File: src/sv/ising_metropolis_spin_update_macros.svh
// Assertion macros for the Ising Metropolis spin update block
`ifndef ISING_METROPOLIS_SPIN_UPDATE_MACROS_SVH
`define ISING_METROPOLIS_SPIN_UPDATE_MACROS_SVH
`ifndef SYNTHESIS
`define IMS_ASSERT_NEVER(lbl, ck, rn, cond) \
	lbl: assert property (@(posedge ck) disable iff (!rn) !(cond)) \
	else $error("assertion failed: forbidden condition");
`define IMS_ASSERT_IMPL(lbl, ck, rn, ante, cons) \
	lbl: assert property (@(posedge ck) disable iff (!rn) (ante) |-> (cons)) \
	else $error("assertion failed: implication");
`else
`define IMS_ASSERT_NEVER(lbl, ck, rn, cond)
`define IMS_ASSERT_IMPL(lbl, ck, rn, ante, cons)
`endif
`endif

File: src/sv/ims_pkg.sv
// Types and constants for the Ising Metropolis spin update block
package ims_pkg;
	localparam logic [1:0] ACT_LOAD = 2'd0;
	localparam logic [1:0] ACT_FLIP = 2'd1;
	localparam logic [1:0] ACT_READ = 2'd2;

	localparam logic [1:0] REG_TEMPERATURE = 2'd0;
	localparam logic [1:0] REG_FIELD       = 2'd1;

	localparam logic [14:0] TEMP_RESET = 15'd4096;
	localparam logic [31:0] RECIP_THREE = 32'hAAAA_AAAB;
	localparam int          DIV_STEPS = 20;
	localparam int          SQ_STEPS = 8;

	typedef struct packed {
		logic [1:0]  action;
		logic [7:0]  site_col;
		logic [6:0]  site_row;
		logic [15:0] random_fraction;
		logic        load_spin;
	} in_t;

	typedef struct packed {
		logic spin_now;
		logic flipped;
	} out_t;
endpackage

File: src/sv/ims_mul.sv
// Shared 32x32 multiplier with registered product
module ims_mul import ims_pkg::*; (
	input  logic        clk,
	input  logic [31:0] a,
	input  logic [31:0] b,
	output logic [63:0] prod_q
);
	always_ff @(posedge clk) begin
		prod_q <= {32'd0, a} * {32'd0, b};
	end
endmodule

File: config.mk
export PLATFORM = sky130hd
export DESIGN_NAME = ims_mul
export DESIGN_NICKNAME = d
export VERILOG_FILES = /design/src/sv/ising_metropolis_spin_update_macros.svh /design/src/sv/ims_pkg.sv /design/src/sv/ims_mul.sv
export SDC_FILE = /design/constraint.sdc
export NUM_CORES = 2
export LEC_CHECK = 0
export BUFFER_PORTS_ARGS = -buffer_cell sky130_fd_sc_hd__buf_2
export CORE_UTILIZATION = 55
export CTS_CLUSTER_DIAMETER = 30
export DETAILED_ROUTE_END_ITERATION = 10
export PLACE_DENSITY_LB_ADDON = 0.25
export SLEW_MARGIN = 30
export SYNTH_ARGS = -nofsm -noshare
export SYNTH_HDL_FRONTEND = slang
export SYNTH_SLANG_ARGS = --single-unit
File: constraint.sdc
create_clock -name clk -period 21.2 [get_ports clk]
set_clock_uncertainty 0.05 [all_clocks]
set_input_delay 4.24 -clock clk [delete_from_list [all_inputs] [get_ports clk]]
set_output_delay 4.24 -clock clk [all_outputs]
set_load 0.005 [all_outputs]
==> reports/summary.txt <==
Final Cycle Share: 56.1%
starting density of the core: 55.9%
final hold viol count: 0
RSZ-0062 raised after global routing: false
placer congestion estimate: 0.906
kind of critical path: primary input to flop
max reg flops: 64
DRC Markers: 0
Util after Layout: 57.9%
Fill cells: 5563
Reg area: 0.00128 mm2
HPWL after DPL: 70.9 mm
first-pass GRT wire length: 146 mm
Die Footprint: 0.0641 mm2
Synth Flop Type: dfxtp_1
worst-path fanout max: 32
Slew HR: 44.2%
final setup TNS: 0 ns
Cell variety after synth: 57
number of enable flip-flop cells after synthesis: 0
FMAX: 0.0841 GHz
Tmin final: 11.89 ns
CP Capture Type: flop
register area share after synthesis: 3.69%
Clock H-tree levels: 3
gr ovfl total: 0
Hold Crit Class: primary input to flop
Post-Syn Area: 0.0347 mm2
vias in the first global route: 26900
clk root buf: clkbuf_16
CTS Hold Bufs: 0
Max Slew Vio Count: 0
overall routing resource usage: 29.9%
min-delay src: b[0]
area leader, netlist: fa_1
Longest Clk Path Bufs: 2
Max-cap violations: 0
Slew @ Worst Pin: 0.837 ns
clock slew at reported path FFs: 0.06 ns
# nets final: 4897
drt wl/cell: 20.0 um
CP max stage delay: 0.58 ns
Slowest cell on crit path: fa_1
Buf/Inv on CP: 6
Routed WL: 90.1 mm
critical path, cell by cell: buf_2, nand2_1, fa_1, inv_1, fa_1, inv_1, fa_1, inv_1, fa_1, fa_1, fa_1, fa_1, inv_1, fa_1, inv_1, ha_1, nand4_1, or4_1, or3_1, a31oi_1, a31o_2, a211oi_1, o21ai_1, xor2_1
Syn Area/Cell: 9.25 um2
post-route ant nets: 0
number of placement rows: 91
antenna violations before repair: 1
area occupied by multi-input gates: 0.0293 mm2
cell mode on critical path: fa_1
Synth top area share: 51.7%
status: finished clean
Die Wd: 253 um
synthesized instance count: 3748
die height: 253 um
top post-synthesis cells by area: fa_1, and2_1, ha_1
Layout area overhead: 3.60%
biggest regs: prod_q (64)
syn nets: 4972
Biggest register: prod_q
port bufs: 128
worst path arrival time: 12.12 ns
post-CTS setup buffer count: 0
Worst Setup SP: b[8]
largest net degree at the start of global routing: 33
n_diodes: 0
Core ar.: 0.0621 mm2
Worst EP required: 21.42 ns
synth warn: 0
total CTS buffers: 9
final setup fails: 0
element type at the critical path start: primary input
post-cts sizing count: 0
CTS tree: yes
vias per std cell: 5.45
fraction of registers with async set or reset after synthesis: 0%
I/O Pins: 129
DR iter-0 viols: 1446
TritonCTS Sinks: 64
layout cells sized above 1: 4.54%
cell family with most CP delay: adder cells
#FFs+latches synth: 64
first-pass iteration count of the detailed router: 6
vias: 24600
[per-layer routing]
metal	share of wire [%]	routed length (um)	GRT usage [%]
met1	38	34000	36.5
met2	53	47400	54.0
met3	5.2	4700	3.10
met4	4.5	4020	12.0
met5	0	0	0
[cell usage in the layout, fill, tap and decap left out, drive strengths merged, types with 9 or more instances in the layout]
cell,instances
a21o,40
a21oi,66
a31oi,12
and2,602
and3,14
buf,134
clkbuf,9
dfxtp,64
fa,896
ha,263
inv,868
nand2,480
nand3,10
nand4,23
nor2,20
o21a,9
o21ai,26
o21bai,11
xnor2,35
xor2,25
[logic make-up after synthesis]
group	Yosys count	share of synthesized area [%]
adders and majority gates	1159	61.2
buffers and inverters	1085	11.8
and+or+nand+nor	1177	17.6
muxes	1	0.0289
xor gates and xnor gates	60	1.52
AOI/OAI and AO/OA	202	4.15
DFF	64	3.69
[layout make-up]
type / count / area share [%]
clock buffer: 9 / 0.627
sequential: 64 / 3.57
inverter: 865 / 9.04
clock inverter: 7 / 0.348
timing repair buffer: 134 / 1.91
multi-input combinational: 2599 / 81.6
tap: 837 / 2.92
[Yosys cell counts (3+ instances only)]
master / n
a221oi_4: 3
nand4_1: 23
o31ai_4: 3
inv_1: 865
nand3_1: 10
nor3_1: 7
nand2_1: 480
o21a_1: 9
fa_1: 896
a31oi_1: 12
xnor2_1: 35
and4_1: 3
or4_1: 3
a21oi_1: 63
clkbuf_1: 213
or2_2: 3
buf_2: 6
a221o_1: 4
a21oi_2: 3
dfxtp_1: 64
o21bai_1: 10
nor2_1: 20
a211oi_1: 3
or3_1: 3
o21ai_0: 21
o221ai_1: 3
a21o_1: 40
and3_1: 14
xor2_1: 25
o21ai_1: 5
a21boi_1: 3
and2_1: 602
ha_1: 263
[worst paths after layout]
kind	slack, ns	cells after the start	to
setup / recovery	9.31	24	prod_q[62]
hold / removal	4.51	2	prod_q[0]
[through the flow]
| stage | instance area, um2 | instances | hold WS (ns) | setup WS [ns] |
|---|---|---|---|---|
| after global routing | 35900 | 4515 | 4.50 | 8.94 |
| after floorplan | 34700 | 3748 | 4.32 | 10.16 |
| final | 35900 | 4515 | 4.51 | 9.31 |
| after CTS | 35900 | 4515 | 4.48 | 9.40 |
| after global placement | 35600 | 4499 | 4.57 | 9.11 |
| after detailed placement | 35600 | 4499 | 4.56 | 9.05 |
Power is not shown: default switching activity piles up to over one toggle a cycle in this logic, so the estimate is an artifact.
